## src/hdl/qrs_pkg.sv

```systemverilog
// Shared types, widths and status codes for the quadratic root solver.
`timescale 1ns / 1ps
package qrs_pkg;

    localparam int CoefWidth = 16;
    localparam int RadWidth  = 34;   // discriminant, padded to an even width
    localparam int RootWidth = RadWidth / 2;
    localparam int SqRemW    = RootWidth + 2;
    localparam int DvdWidth  = 34;   // |num| (18 bits) shifted by 16
    localparam int DenWidth  = CoefWidth + 1;
    localparam int SqCells   = RootWidth;
    localparam int DivCells  = DvdWidth;

    localparam logic [1:0] ST_OK       = 2'd0;
    localparam logic [1:0] ST_A_ZERO   = 2'd1;
    localparam logic [1:0] ST_NEG_DISC = 2'd2;

    // Item moving through the square-root cells
    typedef struct packed {
        logic                        vld;
        logic [1:0]                  status;
        logic signed [CoefWidth-1:0] a;
        logic signed [CoefWidth-1:0] b;
        logic [RadWidth-1:0]         rad;
        logic [SqRemW-1:0]           rem;
        logic [RootWidth-1:0]        root;
    } sq_t;

    // Item moving through the divider cells (both roots side by side)
    typedef struct packed {
        logic                  vld;
        logic [1:0]            status;
        logic                  neg_p;
        logic                  neg_m;
        logic [DenWidth-1:0]   den;
        logic [DvdWidth-1:0]   dq_p;
        logic [DvdWidth-1:0]   dq_m;
        logic [DenWidth-1:0]   rem_p;
        logic [DenWidth-1:0]   rem_m;
    } dv_t;

endpackage

```

## src/hdl/qrs_sqrt_cell.sv

```systemverilog
// One square-root cell: settles one root bit from two radicand bits.
`timescale 1ns / 1ps
module qrs_sqrt_cell
(
    input  logic         clk,
    input  logic         rst_n,
    input  logic         en,
    input  qrs_pkg::sq_t d,
    output qrs_pkg::sq_t q
);
    import qrs_pkg::*;

    sq_t                  q_reg;
    sq_t                  q_next;
    logic [SqRemW+1:0]    r2;
    logic [SqRemW+1:0]    trial;
    logic                 take;

    // Restoring step: bring down two bits, try subtracting 4*root+1
    always_comb
    begin
        r2     = {d.rem, d.rad[RadWidth-1 -: 2]};
        trial  = (SqRemW + 2)'({d.root, 2'b01});
        take   = (r2 >= trial);
        q_next = d;
        q_next.rad  = {d.rad[RadWidth-3:0], 2'b00};
        q_next.rem  = take ? SqRemW'(r2 - trial) : SqRemW'(r2);
        q_next.root = {d.root[RootWidth-2:0], take};
    end

    always_ff @(posedge clk or negedge rst_n)
    begin
        if (!rst_n)
            q_reg <= '0;
        else if (en)
            q_reg <= q_next;
    end

    assign q = q_reg;

endmodule

```

## config.mk

```make
export PLATFORM = sky130hd
export DESIGN_NAME = qrs_sqrt_cell
export DESIGN_NICKNAME = d
export VERILOG_FILES = /design/src/hdl/qrs_pkg.sv /design/src/hdl/qrs_sqrt_cell.sv
export SDC_FILE = /design/constraint.sdc
export NUM_CORES = 1
export LEC_CHECK = 0
export BUFFER_PORTS_ARGS = -buffer_cell sky130_fd_sc_hd__clkbuf_2
export CORE_UTILIZATION = 53
export CTS_BUF_LIST = sky130_fd_sc_hd__clkbuf_4
export DETAILED_ROUTE_END_ITERATION = 16
export GPL_ROUTABILITY_DRIVEN = 0
export PLACE_DENSITY = 0.95
export SLEW_MARGIN = 5
export SYNTH_ARGS = -nofsm -noshare
export SYNTH_HDL_FRONTEND = slang
export SYNTH_SLANG_ARGS = --single-unit
export TNS_END_PERCENT = 30
```

## constraint.sdc

```tcl
create_clock -name clk -period 1.9 [get_ports clk]
set_input_delay 0.095 -clock clk [delete_from_list [all_inputs] [get_ports clk]]
set_output_delay 0.095 -clock clk [all_outputs]
set_load 0.01 [all_outputs]
```

==> results of run 1 <==
-- metrics by stage --
stage	total power, mW	cells
5_1_grt	6.005	881
6_report	5.804	881
4_1_cts	5.541	877
3_3_place_gp	4.069	763
3_5_place_dp	4.165	763
2_1_floorplan	3.417	405
-- cell type report --
| type | instances | area (um2) | share of cell area [%] |
|---|---|---|---|
| Sequential cell | 103 | 2577 | 32.42 |
| Tap cell | 111 | 138.9 | 1.747 |
| Multi-Input combinational cell | 257 | 2390 | 30.06 |
| Clock inverter | 6 | 77.57 | 0.9758 |
| Antenna cell | 1 | 2.502 | 0.03148 |
| Timing Repair Buffer | 369 | 2590 | 32.58 |
| Inverter | 25 | 106.4 | 1.338 |
| Clock buffer | 9 | 67.56 | 0.8499 |
-- synthesized netlist by cell type (3+ instances only) --
| cell type | count |
|---|---|
| dfrtp_1 | 103 |
| mux2_2 | 84 |
| inv_1 | 25 |
| ha_1 | 19 |
| a21oi_1 | 16 |
| nor2_1 | 14 |
| a21o_1 | 10 |
| clkbuf_1 | 10 |
| nand3_1 | 9 |
| mux2i_1 | 8 |
| xor2_1 | 8 |
| a31oi_1 | 7 |
| nand2_1 | 7 |
| xnor2_1 | 7 |
| nor2b_1 | 6 |
| o211ai_1 | 6 |
| o21ai_1 | 6 |
| buf_1 | 5 |
| buf_4 | 5 |
| o21a_1 | 5 |
| and3_1 | 4 |
| o21ai_0 | 4 |
| nand2b_1 | 3 |
| o21bai_1 | 3 |
| o221ai_2 | 3 |
-- routing by layer --
metal	GRT usage [%]	up-vias	share of wire, %
li1	-	2168	-
met2	72.67	358	53
met4	26.41	0	7.4
met3	9.433	116	6.9
met5	0	-	0
met1	40.01	2501	33
-- kinds of logic (layout without fill, tap and decap cells) --
group / count (synthesis) / in the layout / share of synthesized area, %
buffers and inverters: 45 / 409 / 3.765
DFF: 103 / 103 / 51.71
other: 1 / 3 / 0.07523
muxes: 92 / 92 / 20.58
adders and majority gates: 19 / 19 / 4.769
xor gates and xnor gates: 15 / 15 / 2.636
and+or+nand+nor: 57 / 57 / 5.974
AOI/OAI and AO/OA: 72 / 72 / 10.49
-- final timing paths --
kind	from	endpoint	slack, ns	depth (start not counted)
max	d[8]	q[20]	-0.07	12
min	en	q[33]	0.05	4
max reg2reg	q[15]	q[15]	0.57	2
min reg2reg	q[17]	q[17]	0.54	1
max in group asynchronous	rst_n	q[24]	1.08	3
min in group asynchronous	rst_n	q[79]	0.17	2
-- worst register-to-register path: cells and delay by family (launching register included) --
family / cells / cell delay, ns
DFF: 1 / 0.42
muxes: 1 / 0.26
buffers and inverters: 1 / 0.56
-- repair_timing --
action / CTS / global route
resized for setup: 6 / 37
cloned: 0 / 0
endpoints found under the setup margin: 11 / 19
endpoints found under the hold margin: 135 / 1
setup buffers: 1 / 2
pin swaps: 4 / 13
hold buffers: 98 / 1
-- placed cells by master, fill, tap and decap left out, types with 3 or more instances in the layout --
cell           instances
clkbuf_2             201
ha_4                   7
buf_6                  8
mux2_2                84
inv_1                 20
nand3_1                7
buf_12                 3
nand2b_1               3
a21o_1                10
ha_1                  12
inv_8                  3
clkbuf_4               9
o211ai_1               6
nor2b_1                6
buf_4                 57
o21ai_0                4
a31oi_1                7
nand2_1                6
dlygate4sd3_1         99
o21ai_2                5
nor2_1                14
dfrtp_1              103
o21a_1                 5
o21bai_1               3
and3_1                 3
inv_2                  3
xnor2_1                6
mux2i_1                7
o221ai_2               3
xor2_1                 8
a21oi_1               15
-- power breakdown --
group,internal (mW),switching [mW],leakage [nW]
sequential,2.45,0.197,1.20
combinational,0.946,0.947,2.62
clock,0.421,0.841,0.0764
total,3.82,1.98,3.90
==> flow_metrics.env, run 1 <==
export IMPL_die_w_um=98.98
export IMPL_crit_top_cell="buf_6"
export IMPL_tightest_slew_ns=0.6084
export IMPL_final_setup_tns_ns=-0.4251
export IMPL_worst_path_buf_inv=4
export IMPL_dr_pass1_iters=5
export IMPL_die_area_um2=9797
export IMPL_slew_viol_final=0
export IMPL_crit_path_cell_trace="buf_8, inv_6, ha_4, nand3_4, or2_1, or4_4, a31o_1, a21boi_4, buf_6, buf_6, mux2i_1, a21oi_1"
export IMPL_drt_iter0_markers=351
export IMPL_fin_util_pct=86.45
export IMPL_grt_pass1_vias=5437
export IMPL_seq_area_frac_synth_pct=51.71
export IMPL_drcViolationCount=0
export IMPL_vias=5143
export IMPL_wl_per_cell_um=23.01
export IMPL_overflow=0
export IMPL_yosysTopAreaCell="dfrtp_1"
export IMPL_fin_crit_ns=1.967
export IMPL_setup_viol=13
export IMPL_track_usage_pct=39.69
export IMPL_initial_core_util_pct=54.20
export IMPL_worst_ep_arrival_time_ns=2.31
export IMPL_grt_max_degree=69
export IMPL_root_buffer="clkbuf_4"
export IMPL_clk_pin_slew_worst_paths_ns=0.18
export IMPL_relSlewSlack_pct=59.44
export IMPL_design_area_um2=7950
export IMPL_hold_slack_ns=0.05484
export IMPL_clock_sinks=103
export IMPL_slowest_stage="or4_4"
export IMPL_post_place_ws_ns=-0.6178
export IMPL_place_port_buffers=210
export IMPL_post_route_cells_drive_above_1_share_pct=52.41
export IMPL_syn_area_per_cell_um2=12.34
export IMPL_yosys_warnings=0
export IMPL_period_share_pct=103.5
export IMPL_placed_area_um2=6629
export IMPL_largest_reg_flops=103
export IMPL_slowest_delay_ns=0.53
export IMPL_grt_pass1_wl_mm=28.87
export IMPL_antenna_found_initial=1
export IMPL_violations="setup timing"
export IMPL_ys_flop_type="dfrtp_1"
export IMPL_clkLatencyLatePin_ns=0.44
export IMPL_hpwl_mm=10.82
export IMPL_skew_ns=0
export IMPL_hold_class="in -> reg"
export IMPL_cp_required_ns=2.24
export IMPL_ant_nets=0
export IMPL_crit_type="in -> reg"
export IMPL_numCtsBuffers=9
export IMPL_hold_viol_final=0
export IMPL_rows=35
export IMPL_pin_count=213
export IMPL_end_kind="flip-flop"
export IMPL_clock_path_buffers=2
export IMPL_ir_drop_mv=0.5438
export IMPL_synthDistinctLibCells=48
export IMPL_drv_cap=0
export IMPL_crit_family="simple AND/OR/NAND/NOR gates"
export IMPL_nets=892
export IMPL_power_static_leakage_nw=3.899
export IMPL_coreArea_um2=9196
export IMPL_setup_ws_ns=-0.06744
export IMPL_synthTopCellsByArea="dfrtp_1 (52%), mux2_2 (19%), ha_1 (4.8%)"
export IMPL_rsz0062_at_grt="yes"
export IMPL_htreeDepth=3
export IMPL_wl_mm=20.28
export IMPL_cts_tree="built"
export IMPL_status="complete, but fails checks"
export IMPL_cp_start_kind="input port"
export IMPL_syn_area_um2=4985
export IMPL_synth_seq_cells=103
export IMPL_yosys_area_top_type_share_pct=51.71
export IMPL_fillers=406
export IMPL_viasPerCell=5.838
export IMPL_area_delta_synth_final_pct=59.49
export IMPL_pwr_density_cell_nw_per_um2=730.1
export IMPL_synthCells=404
export IMPL_synth_edf_count=0
export IMPL_fmax_ghz=0.5083
export IMPL_async_reset_ff_share_pct=100.0
export IMPL_die_h_um=98.98
export IMPL_worstPathMaxFanout=5
Power figures use the tool's default switching activity.
==> run 2, diff against run 1 <==
--- a/config.mk
+++ b/config.mk
@@ -15,4 +15,4 @@
 export SYNTH_ARGS = -nofsm -noshare
 export SYNTH_HDL_FRONTEND = slang
 export SYNTH_SLANG_ARGS = --single-unit
-export TNS_END_PERCENT = 30
+export TNS_END_PERCENT = 50
==> flow_metrics.env, run 2 (synthesized netlist as in run 1, its figures left out) <==
export IMPL_rr_endpoint="q[34]"
export IMPL_final_cell_mix="clkbuf_2 (204), dfrtp_1 (103), dlygate4sd3_1 (96), mux2_2 (84), buf_4 (59)"
export IMPL_track_usage_pct=39.28
export IMPL_ir_drop_mv=0.5737
export IMPL_viasPerCell=5.745
export IMPL_end_kind="flip-flop"
export IMPL_grt_pass1_vias=5519
export IMPL_period_share_pct=102.6
export IMPL_violations="setup timing"
export IMPL_pwr_density_cell_nw_per_um2=732.3
export IMPL_hold_class="in -> reg"
export IMPL_cts_tree="built"
export IMPL_ant_nets=0
export IMPL_reg2reg_slack_ns=0.94
export IMPL_fmax_ghz=0.5130
export IMPL_worst_ep_arrival_time_ns=2.35
export IMPL_fin_cells=881
export IMPL_wl_mm=19.25
export IMPL_dpl_cell_count=766
export IMPL_crit_type="in -> reg"
export IMPL_hold_viol_final=0
export IMPL_antenna_found_initial=0
export IMPL_wl_met3_mm=1.205
export IMPL_grt_max_degree=57
export IMPL_relSlewSlack_pct=66.13
export IMPL_top_layer="met4"
export IMPL_die_h_um=98.98
export IMPL_pin_count=213
export IMPL_overflow=0
export IMPL_tightest_slew_ns=0.5034
export IMPL_die_w_um=98.98
export IMPL_hold_depth=4
export IMPL_root_buffer="clkbuf_4"
export IMPL_post_route_cells_drive_above_1_share_pct=52.73
export IMPL_wl_met2_mm=10.35
export IMPL_r2r_start="q[34]"
export IMPL_largest_reg_flops=103
export IMPL_wl_per_cell_um=21.85
export IMPL_dr_pass1_iters=7
export IMPL_reg2regPathDepth=3
export IMPL_status="complete, but fails checks"
export IMPL_htreeDepth=3
export IMPL_skew_ns=0
export IMPL_insertedDiodeCount=0
export IMPL_power_static_leakage_nw=3.897
export IMPL_clock_sinks=103
export IMPL_setup_viol=9
export IMPL_slew_viol_final=0
export IMPL_min_from="d[68]"
export IMPL_cp_required_ns=2.30
export IMPL_die_area_um2=9797
export IMPL_clk_pin_slew_worst_paths_ns=0.20
export IMPL_cp_start_kind="input port"
export IMPL_drcViolationCount=0
export IMPL_fin_util_pct=86.08
export IMPL_nets=892
export IMPL_grt_pass1_wl_mm=28.73
export IMPL_fin_crit_ns=1.949
export IMPL_coreArea_um2=9196
export IMPL_drt_iter0_markers=250
export IMPL_multi_input_area_um2=2382
export IMPL_hpwl_mm=10.57
export IMPL_place_port_buffers=210
export IMPL_min_to="q[18]"
export IMPL_met1_length_mm=6.263
export IMPL_worstPathMaxFanout=8
export IMPL_clkLatencyLatePin_ns=0.47
export IMPL_numCtsBuffers=9
export IMPL_fillers=432
export IMPL_seq_area_um2=2577
export IMPL_drv_cap=0
export IMPL_area_delta_synth_final_pct=58.81
export IMPL_vias=5061
export IMPL_setup_ws_ns=-0.04946
export IMPL_initial_core_util_pct=54.20
export IMPL_clock_path_buffers=2
export IMPL_rows=35
export IMPL_final_common_cell="clkbuf_2"
run 2: how the worst max path moves through the flow:
stage	start	endpoint	slack, ns	cells after the start
2_1_floorplan	d[10]	q[35]	-0.29	11
3_3_place_gp	d[6]	q[35]	-0.42	11
3_5_place_dp	d[6]	q[27]	-0.52	11
4_1_cts	d[6]	q[27]	0.004	11
5_1_grt	d[9]	q[24]	-0.08	11
6_report	d[9]	q[24]	-0.05	11
run 2: metal layers:
metal	track usage (%)	vias up
met4	25.03	0
met1	37.44	2461
met3	9.433	133
met2	74.83	311
met5	0	-
li1	-	2156
run 2: repair_timing:
action | 4_1_cts | 5_1_grt
gates resized for setup | 4 | 27
gates cloned | 0 | 1
hold endpoints to repair | 186 | 0
pin swaps | 1 | 15
hold buffers | 96 | 0
buffers inserted | 0 | 2
setup endpoints to repair | 7 | 19
run 2: worst max-delay path, cell delays in order:
cell and delay [ns]:
buf_2 0.11, inv_2 0.06, ha_4 0.30, nand2_4 0.05, or2_1 0.25, or4_4 0.52, a31o_1 0.20, a21boi_4 0.17
or2_1 0.28, buf_6 0.16, o21ai_2 0.15
run 2: metrics by stage:
| step | TNS [ns] | hold WS (ns) | instance area (um2) | total power, mW | worst slack [ns] |
|---|---|---|---|---|---|
| 3_3_place_gp | -7.498 | 0.05758 | 6651 | 4.076 | -0.4157 |
| 2_1_floorplan | -4.828 | -0.2006 | 5070 | 3.417 | -0.2917 |
| 5_1_grt | -0.4679 | 0.03128 | 7916 | 6.028 | -0.07909 |
| 4_1_cts | 0 | 0.01820 | 7791 | 5.606 | 0.004006 |
| 3_5_place_dp | -8.860 | 0.06155 | 6651 | 4.171 | -0.5218 |
| 6_report | -0.3468 | 0.02064 | 7916 | 5.797 | -0.04946 |
run 2: area by class of cell:
class | count | area share, %
Clock inverter | 7 | 1.233
Tap cell | 111 | 1.754
Sequential cell | 103 | 32.56
Inverter | 25 | 1.280
Multi-Input combinational cell | 257 | 30.09
Clock buffer | 9 | 0.8535
Timing Repair Buffer | 369 | 32.23
run 2: power by group:
part	switching, mW	internal (mW)	leakage, nW
Clock	0.858	0.443	0.0874
Sequential	0.187	2.45	1.20
Combinational	0.921	0.935	2.61
