**config.mk**
```make
export PLATFORM = sky130hd
export DESIGN_NAME = qrs_div_cell
export DESIGN_NICKNAME = d
export VERILOG_FILES = /design/src/hdl/qrs_pkg.sv /design/src/hdl/qrs_div_cell.sv
export SDC_FILE = /design/constraint.sdc
export NUM_CORES = 1
export LEC_CHECK = 0
export BUFFER_PORTS_ARGS = -buffer_cell sky130_fd_sc_hd__buf_2
export CAP_MARGIN = 20
export CORE_MARGIN = 1
export CORE_UTILIZATION = 45
export DETAILED_ROUTE_END_ITERATION = 16
export PLACE_DENSITY = 0.75
export SLEW_MARGIN = 20
export SYNTH_ARGS = -nofsm -noshare
export SYNTH_HDL_FRONTEND = slang
export SYNTH_SLANG_ARGS = --single-unit
```
**constraint.sdc**
```tcl
create_clock -name clk -period 1 [get_ports clk]
set_input_delay 0.15 -clock clk [delete_from_list [all_inputs] [get_ports clk]]
set_output_delay 0.15 -clock clk [all_outputs]
set_load 0.01 [all_outputs]
```
**src/hdl/qrs_pkg.sv**
```systemverilog
// Shared types, widths and status codes for the quadratic root solver.
`timescale 1ns / 1ps
package qrs_pkg;

    localparam int CoefWidth = 16;
    localparam int RadWidth  = 34;   // discriminant, padded to an even width
    localparam int RootWidth = RadWidth / 2;
    localparam int SqRemW    = RootWidth + 2;
    localparam int DvdWidth  = 34;   // |num| (18 bits) shifted by 16
    localparam int DenWidth  = CoefWidth + 1;
    localparam int SqCells   = RootWidth;
    localparam int DivCells  = DvdWidth;

    localparam logic [1:0] ST_OK       = 2'd0;
    localparam logic [1:0] ST_A_ZERO   = 2'd1;
    localparam logic [1:0] ST_NEG_DISC = 2'd2;

    // Item moving through the square-root cells
    typedef struct packed {
        logic                        vld;
        logic [1:0]                  status;
        logic signed [CoefWidth-1:0] a;
        logic signed [CoefWidth-1:0] b;
        logic [RadWidth-1:0]         rad;
        logic [SqRemW-1:0]           rem;
        logic [RootWidth-1:0]        root;
    } sq_t;

    // Item moving through the divider cells (both roots side by side)
    typedef struct packed {
        logic                  vld;
        logic [1:0]            status;
        logic                  neg_p;
        logic                  neg_m;
        logic [DenWidth-1:0]   den;
        logic [DvdWidth-1:0]   dq_p;
        logic [DvdWidth-1:0]   dq_m;
        logic [DenWidth-1:0]   rem_p;
        logic [DenWidth-1:0]   rem_m;
    } dv_t;

endpackage

```
**src/hdl/qrs_div_cell.sv**
```systemverilog
// One divider cell: settles one quotient bit for each of the two roots.
`timescale 1ns / 1ps
module qrs_div_cell
(
    input  logic         clk,
    input  logic         rst_n,
    input  logic         en,
    input  qrs_pkg::dv_t d,
    output qrs_pkg::dv_t q
);
    import qrs_pkg::*;

    dv_t               q_reg;
    dv_t               q_next;
    logic [DenWidth:0] r2_p;
    logic [DenWidth:0] r2_m;
    logic [DenWidth:0] den_x;
    logic              take_p;
    logic              take_m;

    // Restoring step on both dividends against the shared divisor
    always_comb
    begin
        den_x  = {1'b0, d.den};
        r2_p   = {d.rem_p, d.dq_p[DvdWidth-1]};
        r2_m   = {d.rem_m, d.dq_m[DvdWidth-1]};
        take_p = (r2_p >= den_x);
        take_m = (r2_m >= den_x);
        q_next = d;
        q_next.rem_p = take_p ? DenWidth'(r2_p - den_x) : DenWidth'(r2_p);
        q_next.rem_m = take_m ? DenWidth'(r2_m - den_x) : DenWidth'(r2_m);
        q_next.dq_p  = {d.dq_p[DvdWidth-2:0], take_p};
        q_next.dq_m  = {d.dq_m[DvdWidth-2:0], take_m};
    end

    always_ff @(posedge clk or negedge rst_n)
    begin
        if (!rst_n)
            q_reg <= '0;
        else if (en)
            q_reg <= q_next;
    end

    assign q = q_reg;

endmodule

```
==> flow_metrics.py, run 1 <==
metrics = {
    "routing": {
        "drt_iter0_drc": 469,
        "wirelength_mm": 27.0,
        "dr.pass1.iters": 5,
        "via_per_inst": 5.39,
        "dr_total_vias": 7076,
        "ant_nets": 0,
        "wl_per_cell_um": 20.6,
        "drc": 0,
    },
    "placed_design": {
        "portBuffers": 250,
        "dpl.hpwl_mm": 14.6,
        "post-place-cells": 1116,
        "routabilityCongestion": 0.852,
    },
    "sta": {
        "fin_crit_sh_pct": 191,
        "finalSetupTns_ns": -42.03,
        "skew_ns": 0,
        "setup_ws_ns": -0.915,
        "relSlewSlack_pct": 73.0,
        "setup_viol": 168,
        "maxSlewViolCount": 0,
        "fmax_ghz": 0.522,
        "grt_setup_unrepaired": "yes",
        "hold_viol": 0,
        "holdWs_ns": 0.0292,
        "min_period_ns": 1.91,
        "worst_pin_slew_ns": 0.405,
    },
    "power_and_ir_drop": {
        "vdd_ir_drop_max_uv": 1270,
        "power_w": 0.0188,
        "swShare_pct": 31.5,
        "power.density_nw_per_um2": 1580,
        "total_leakage_power_nw": 5.79,
        "comb_power_share_pct": 33.8,
        "pwr-share-seq_pct": 32.3,
        "p_sw_w": 0.00593,
        "intPower_w": 0.0129,
        "pwr-share-clk_pct": 33.9,
    },
    "cells_and_area": {
        "multi_input_area_um2": 3650,
        "largest_reg_flops": 124,
        "area_delta_synth_final_pct": 81.9,
        "fillCellCount": 699,
        "utilization_pct": 84.6,
        "seqCellArea_um2": 3100,
        "fin_cells": 1313,
        "drive_above_1_share_pct": 58.8,
        "layout.nets": 1282,
    },
    "flow_run": {
        "cap_violations": 0,
    },
    "critical_path": {
        "timing.rr.end": "q[30]",
        "reg2reg_slack_ns": -0.06,
        "worst_path_largest_cell_delay_ns": 0.38,
        "crit_fanout": 7,
        "worst-setup-path-type": "primary input to register",
        "cp-start-kind": "primary input",
        "worst_path_max_delay_cell": "ha_1",
        "critPathRequiredTime_ns": 1.32,
        "path_cells": "buf_2, inv_1, buf_4, ha_1, nand4_1, nor3_2, or3_4, o21ai_4, buf_6, or3_1, a31oi_1",
        "reg2reg_depth": 3,
        "worst_ep_arrival_time_ns": 2.24,
        "setup.worst_path.end_class": "register",
        "worstReg2RegStart": "q[30]",
    },
    "logic_synthesis": {
        "syn-mean-instance-area_um2": 11.2,
        "synth_edf_count": 0,
        "synth_top_area_share_pct": 47.5,
        "synth_common_cells": "dfrtp_1 (124), mux2_2 (88), nor2_1 (52)",
        "syn_nets": 746,
        "synthMostInstantiatedCell": "dfrtp_1",
        "netlist_area_um2": 6530,
        "seq_area_frac_synth_pct": 47.5,
        "synth_cells": 583,
        "yosys-top-cells-area": "dfrtp_1 (48%), mux2_2 (15%), ha_1 (6.5%)",
        "synthArstFlopShare_pct": 100,
        "ys_types": 59,
        "yosys.area.top_type": "dfrtp_1",
        "yosys_warnings": 0,
        "ys_ff_latch": 124,
        "synth_flop_cell": "dfrtp_1",
    },
    "cts": {
        "cts_buffers": 17,
        "cts_max_level": 4,
        "cts_tree": "yes",
        "cts_root_buffer": "clkbuf_16",
        "cts.sinks": 124,
        "clockBufferDepth": 2,
        "clkLatencyLatePin_ns": 0.42,
        "clk_pin_slew_worst_paths_ns": 0.06,
    },
    "die": {
        "io_pins": 251,
        "die_h_um": 122,
        "core_area_um2": 14000,
        "die-width_um": 122,
        "die-area_um2": 15000,
        "row_count": 43,
        "start_util_pct": 46.5,
    },
    "worst_hold_path": {
        "holdCritPathClass": "primary input to register",
        "min_to": "q[0]",
        "min_path_cells": 3,
        "hp-start": "d[67]",
    },
    "grt": {
        "grt_pass1_vias": 7010,
        "grt_pass1_wl_mm": 36.3,
        "grt_max_degree": 26,
        "antenna_found_initial": 1,
        "grt_overflow": 0,
        "grt_util_all_layers_pct": 32.6,
    },
    "status": {
        "failed_checks": "negative setup slack",
        "outcome": "finished with violations",
    },
}
==> power groups by stage <==
stage	registers (W)	logic [W]	clock network, W
after global routing	0.00613	0.00673	0.00666
after CTS	0.00600	0.00541	0.00634
after detailed placement	0.00606	0.00444	0
after global placement	0.00602	0.00434	0
final	0.00607	0.00637	0.00638
after floorplan	0.00636	0.00203	0
==> repair_timing <==
action                                 4_1_cts  5_1_grt
resized for setup                           85       69
endpoints found under the hold margin      210        0
setup endpoints to repair                  160      160
cloned                                       3        0
setup buffers                               32       42
hold buffers                                87        0
pin swaps                                   37       31
==> worst max-delay path by stage <==
stage,from,endpoint,depth (start not counted)
6_report,d[107],q[4],11
5_1_grt,d[107],q[4],11
4_1_cts,d[101],q[25],13
3_5_place_dp,d[101],q[19],13
3_3_place_gp,d[101],q[19],13
2_1_floorplan,d[101],q[19],13
==> cells by family (layout without fill, tap and decap cells) <==
group	count (synthesis)	after routing	share of synthesized area, %
AO/OA/AOI/OAI	130	130	13.3
XOR/XNOR	26	26	3.49
adder cells (fa/ha/maj)	36	36	7.13
buffers and inverters	51	600	3.31
flip-flops	124	124	47.5
multiplexers	103	103	17.5
other	0	1	0
AND/OR/NAND/NOR	113	113	7.74
==> layout by cell type, fill, tap and decap left out, types with 3 or more instances in the layout <==
cell type,instances
buf_2,205
buf_4,180
dfrtp_1,124
dlygate4sd3_1,87
mux2_2,85
buf_6,51
nor2_1,42
a21oi_1,32
ha_1,25
inv_1,19
nand2_1,19
clkbuf_16,17
xnor2_1,16
a21oi_2,14
o21ai_2,14
buf_12,14
mux2i_1,13
a21o_1,12
xor2_1,9
ha_4,8
nand3_1,7
o21a_1,6
nor2_4,6
nand4_1,5
o21ai_1,5
a211o_1,5
nor2_2,5
o21ai_0,5
inv_2,4
nor2b_1,4
a31oi_1,4
nand2b_1,4
inv_6,4
mux2_4,3
nand2_2,3
inv_8,3
clkinvlp_4,3
clkinv_4,3
==> layer usage <==
| metal | global-route usage (%) | up-vias | part of all wire, % |
|---|---|---|---|
| met4 | 20.0 | 0 | 5.5 |
| met3 | 6.64 | 121 | 6.2 |
| li1 | - | 3153 | - |
| met2 | 57.3 | 370 | 53 |
| met1 | 36.1 | 3432 | 36 |
| met5 | 0 | - | 0 |
==> critical path, delay by kind of cell <==
| kind | cells | cell delay [ns] |
|---|---|---|
| AOI/OAI and AO/OA | 2 | 0.32 |
| adders and majority gates | 1 | 0.38 |
| buffers and inverters | 4 | 0.46 |
| and+or+nand+nor | 4 | 0.92 |
==> metrics by stage <==
step           cell area [um2]  setup slack [ns]
2_1_floorplan             6700             -1.15
3_3_place_gp              9110             -1.35
3_5_place_dp              9110             -1.38
4_1_cts                  11200            -0.821
5_1_grt                  11900             -1.01
6_report                 11900            -0.915
==> layout make-up <==
class                           instances  area share, %
Clock buffer                           18           3.70
Multi-Input combinational cell        408           30.7
Tap cell                              180           1.90
Antenna cell                            1         0.0211
Timing Repair inverter                  1         0.0948
Timing Repair Buffer                  539           34.9
Inverter                               28           1.18
Clock inverter                         14           1.35
Sequential cell                       124           26.1
Note: power is estimated with default switching activity, not from simulation.
==> run 2, diff against run 1 <==
--- a/config.mk
+++ b/config.mk
@@ -7,10 +7,12 @@
 export LEC_CHECK = 0
 export BUFFER_PORTS_ARGS = -buffer_cell sky130_fd_sc_hd__buf_2
 export CAP_MARGIN = 20
+export CELL_PAD_IN_SITES_DETAIL_PLACEMENT = 0
+export CELL_PAD_IN_SITES_GLOBAL_PLACEMENT = 1
 export CORE_MARGIN = 1
-export CORE_UTILIZATION = 45
+export CORE_UTILIZATION = 37
 export DETAILED_ROUTE_END_ITERATION = 16
-export PLACE_DENSITY = 0.75
+export PLACE_DENSITY = 0.81
 export SLEW_MARGIN = 20
 export SYNTH_ARGS = -nofsm -noshare
 export SYNTH_HDL_FRONTEND = slang
==> run 2 against run 1 <==
Effect of this change: the flow still finishes with violations (negative setup slack); die area up 21%; sequential share of layout area up 0.66 points; cell area down 2.5%; total power down 3.5%; global-route usage down 8.8 points; fmax up 1.8%; clock skew unchanged; count of clock-buffer cells in the layout down 1; worst hold slack worse by 0.0086 ns; largest cell class unchanged.
==> flow_metrics.py, run 2 (same netlist as run 1, synthesis figures left out) <==
metrics = {
    "status": {
        "outcome": "finished with violations",
        "failed_checks": "negative setup slack",
    },
    "cells_and_area": {
        "area_delta_synth_final_pct": 77.4,
        "multi_input_area_um2": 3610,
        "largest_reg_flops": 124,
        "layout_common_cells": "buf_2 (204), buf_4 (148), dfrtp_1 (124)",
        "layout_commonest_cell": "buf_2",
        "layout.nets": 1246,
        "seqCellArea_um2": 3100,
        "drive_above_1_share_pct": 57.4,
        "fillCellCount": 1260,
    },
    "placed_design": {
        "routabilityCongestion": 0.867,
        "dpl.hpwl_mm": 14.7,
        "portBuffers": 250,
        "dpl_worst_slack_ns": -1.42,
    },
    "critical_path": {
        "worst_ep_arrival_time_ns": 2.18,
        "reg2reg_depth": 3,
        "critPathMostFrequentCell": "a21oi_2",
        "worstReg2RegStart": "q[80]",
        "path_cells": "buf_12, inv_12, ha_4, inv_4, fa_2, a21oi_2, a2bb2oi_2, a21oi_2, a21o_1, a21bo_4, buf_4, nand3_2, mux2i_1, a211o_1",
        "crit_fanout": 6,
        "timing.rr.end": "q[80]",
        "reg2reg_slack_ns": -0.01,
        "worst-setup-path-type": "primary input to register",
        "worst_path_largest_cell_delay_ns": 0.35,
        "worst_path_max_delay_cell": "fa_2",
        "critPathRequiredTime_ns": 1.30,
        "setup.worst_path.end_class": "register",
        "cp-start-kind": "primary input",
    },
    "grt": {
        "grt_pass1_wl_mm": 33.4,
        "grt_overflow": 0,
        "antenna_found_initial": 3,
        "grt_pass1_vias": 6741,
        "grt_max_degree": 39,
        "grt_util_all_layers_pct": 23.8,
    },
    "worst_hold_path": {
        "hp-start": "d[3]",
        "min_path_cells": 3,
        "holdCritPathClass": "primary input to register",
        "min_to": "q[4]",
    },
    "sta": {
        "holdWs_ns": 0.0206,
        "worst_pin_slew_ns": 0.354,
        "skew_ns": 0,
        "setup_ws_ns": -0.881,
        "fin_crit_sh_pct": 188,
        "setup_viol": 161,
        "fmax_ghz": 0.532,
        "hold_viol": 0,
        "maxSlewViolCount": 0,
        "min_period_ns": 1.88,
        "grt_setup_unrepaired": "yes",
        "relSlewSlack_pct": 76.4,
    },
    "routing": {
        "wirelength_mm": 21.8,
        "dr_total_vias": 6323,
        "wl_per_cell_um": 16.5,
        "dr.pass1.iters": 4,
        "drt_iter0_drc": 219,
        "drc": 0,
        "via_per_inst": 4.78,
        "ant_nets": 0,
    },
    "cts": {
        "cts_max_level": 4,
        "clkLatencyLatePin_ns": 0.41,
        "cts_buffers": 17,
        "clk_pin_slew_worst_paths_ns": 0.06,
        "clockBufferDepth": 2,
        "cts_root_buffer": "clkbuf_16",
        "cts_tree": "yes",
        "cts.sinks": 124,
    },
    "flow_run": {
        "cap_violations": 0,
    },
    "die": {
        "start_util_pct": 37.9,
        "io_pins": 251,
        "core_area_um2": 17200,
        "die_h_um": 135,
        "die-width_um": 135,
        "row_count": 48,
        "die-area_um2": 18200,
    },
    "power_and_ir_drop": {
        "total_leakage_power_nw": 5.60,
        "power_w": 0.0182,
        "power.density_nw_per_um2": 1570,
        "vdd_ir_drop_max_uv": 1220,
    },
}
run 2: cell count changes in the layout (fill, tap and decap cells not counted), sizes merged:
| cell | change |
|---|---|
| buf | -39 |
| inv | +5 |
| dlygate4sd3 | +3 |
| clkinv | -2 |
| clkinvlp | -2 |
| diode | +2 |
| bufinv | -1 |
run 2: area by class of cell:
cell class              instances  area share, %
clock inverters                15           1.46
inverters                      28           1.21
clock buffers                  17           3.67
well taps                     225           2.43
multi-input cells             408           31.2
repair buffers                504           33.2
diodes                          3         0.0648
flip-flops and latches        124           26.8
run 2: how the worst max path moves through the flow:
stage	from	to	slack (ns)	depth (start not counted)
after floorplan	d[101]	q[19]	-1.15	13
after CTS	d[101]	q[26]	-0.84	13
after global placement	d[101]	q[19]	-1.36	13
after detailed placement	d[101]	q[33]	-1.42	13
final	d[101]	q[30]	-0.88	14
after global routing	d[101]	q[30]	-0.98	14
run 2: stage by stage:
step	cell area [um2]	setup TNS [ns]	instances	utilization, %
floorplan	6700	-36.59	583	-
global placement	9040	-45.96	1153	52.4
detailed placement	9040	-47.52	1153	52.4
CTS	11100	-40.76	1305	64.3
global route	11600	-45.77	1324	67.2
finish	11600	-39.02	1324	67.2
run 2: per-layer routing:
layer	GRT usage (%)	wire, um
met1	27.8	9070
met2	42.1	11400
met3	6.46	1170
met4	7.93	231
met5	0	0
run 2: worst max-delay path: cells and delay by family:
family | cells | cell delay (ns)
fa+ha+maj | 2 | 0.47
mux | 1 | 0.06
simple gates | 1 | 0.06
compound gates | 6 | 1.10
buf+inv | 4 | 0.33
run 2: where the power goes:
group	leakage [nW]	switching, W	total (W)	internal (W)
combinational	3.87	0.00261	0.00586	0.00325
sequential	1.44	0.000376	0.00603	0.00565
clock	0.293	0.00270	0.00628	0.00358
run 2: timing repair:
action,4_1_cts,5_1_grt
buffers inserted,28,16
gates resized for setup,67,80
pin swaps,24,32
hold endpoints to repair,213,0
endpoints found under the setup margin,160,160
cloned,2,1
hold buffers,90,0
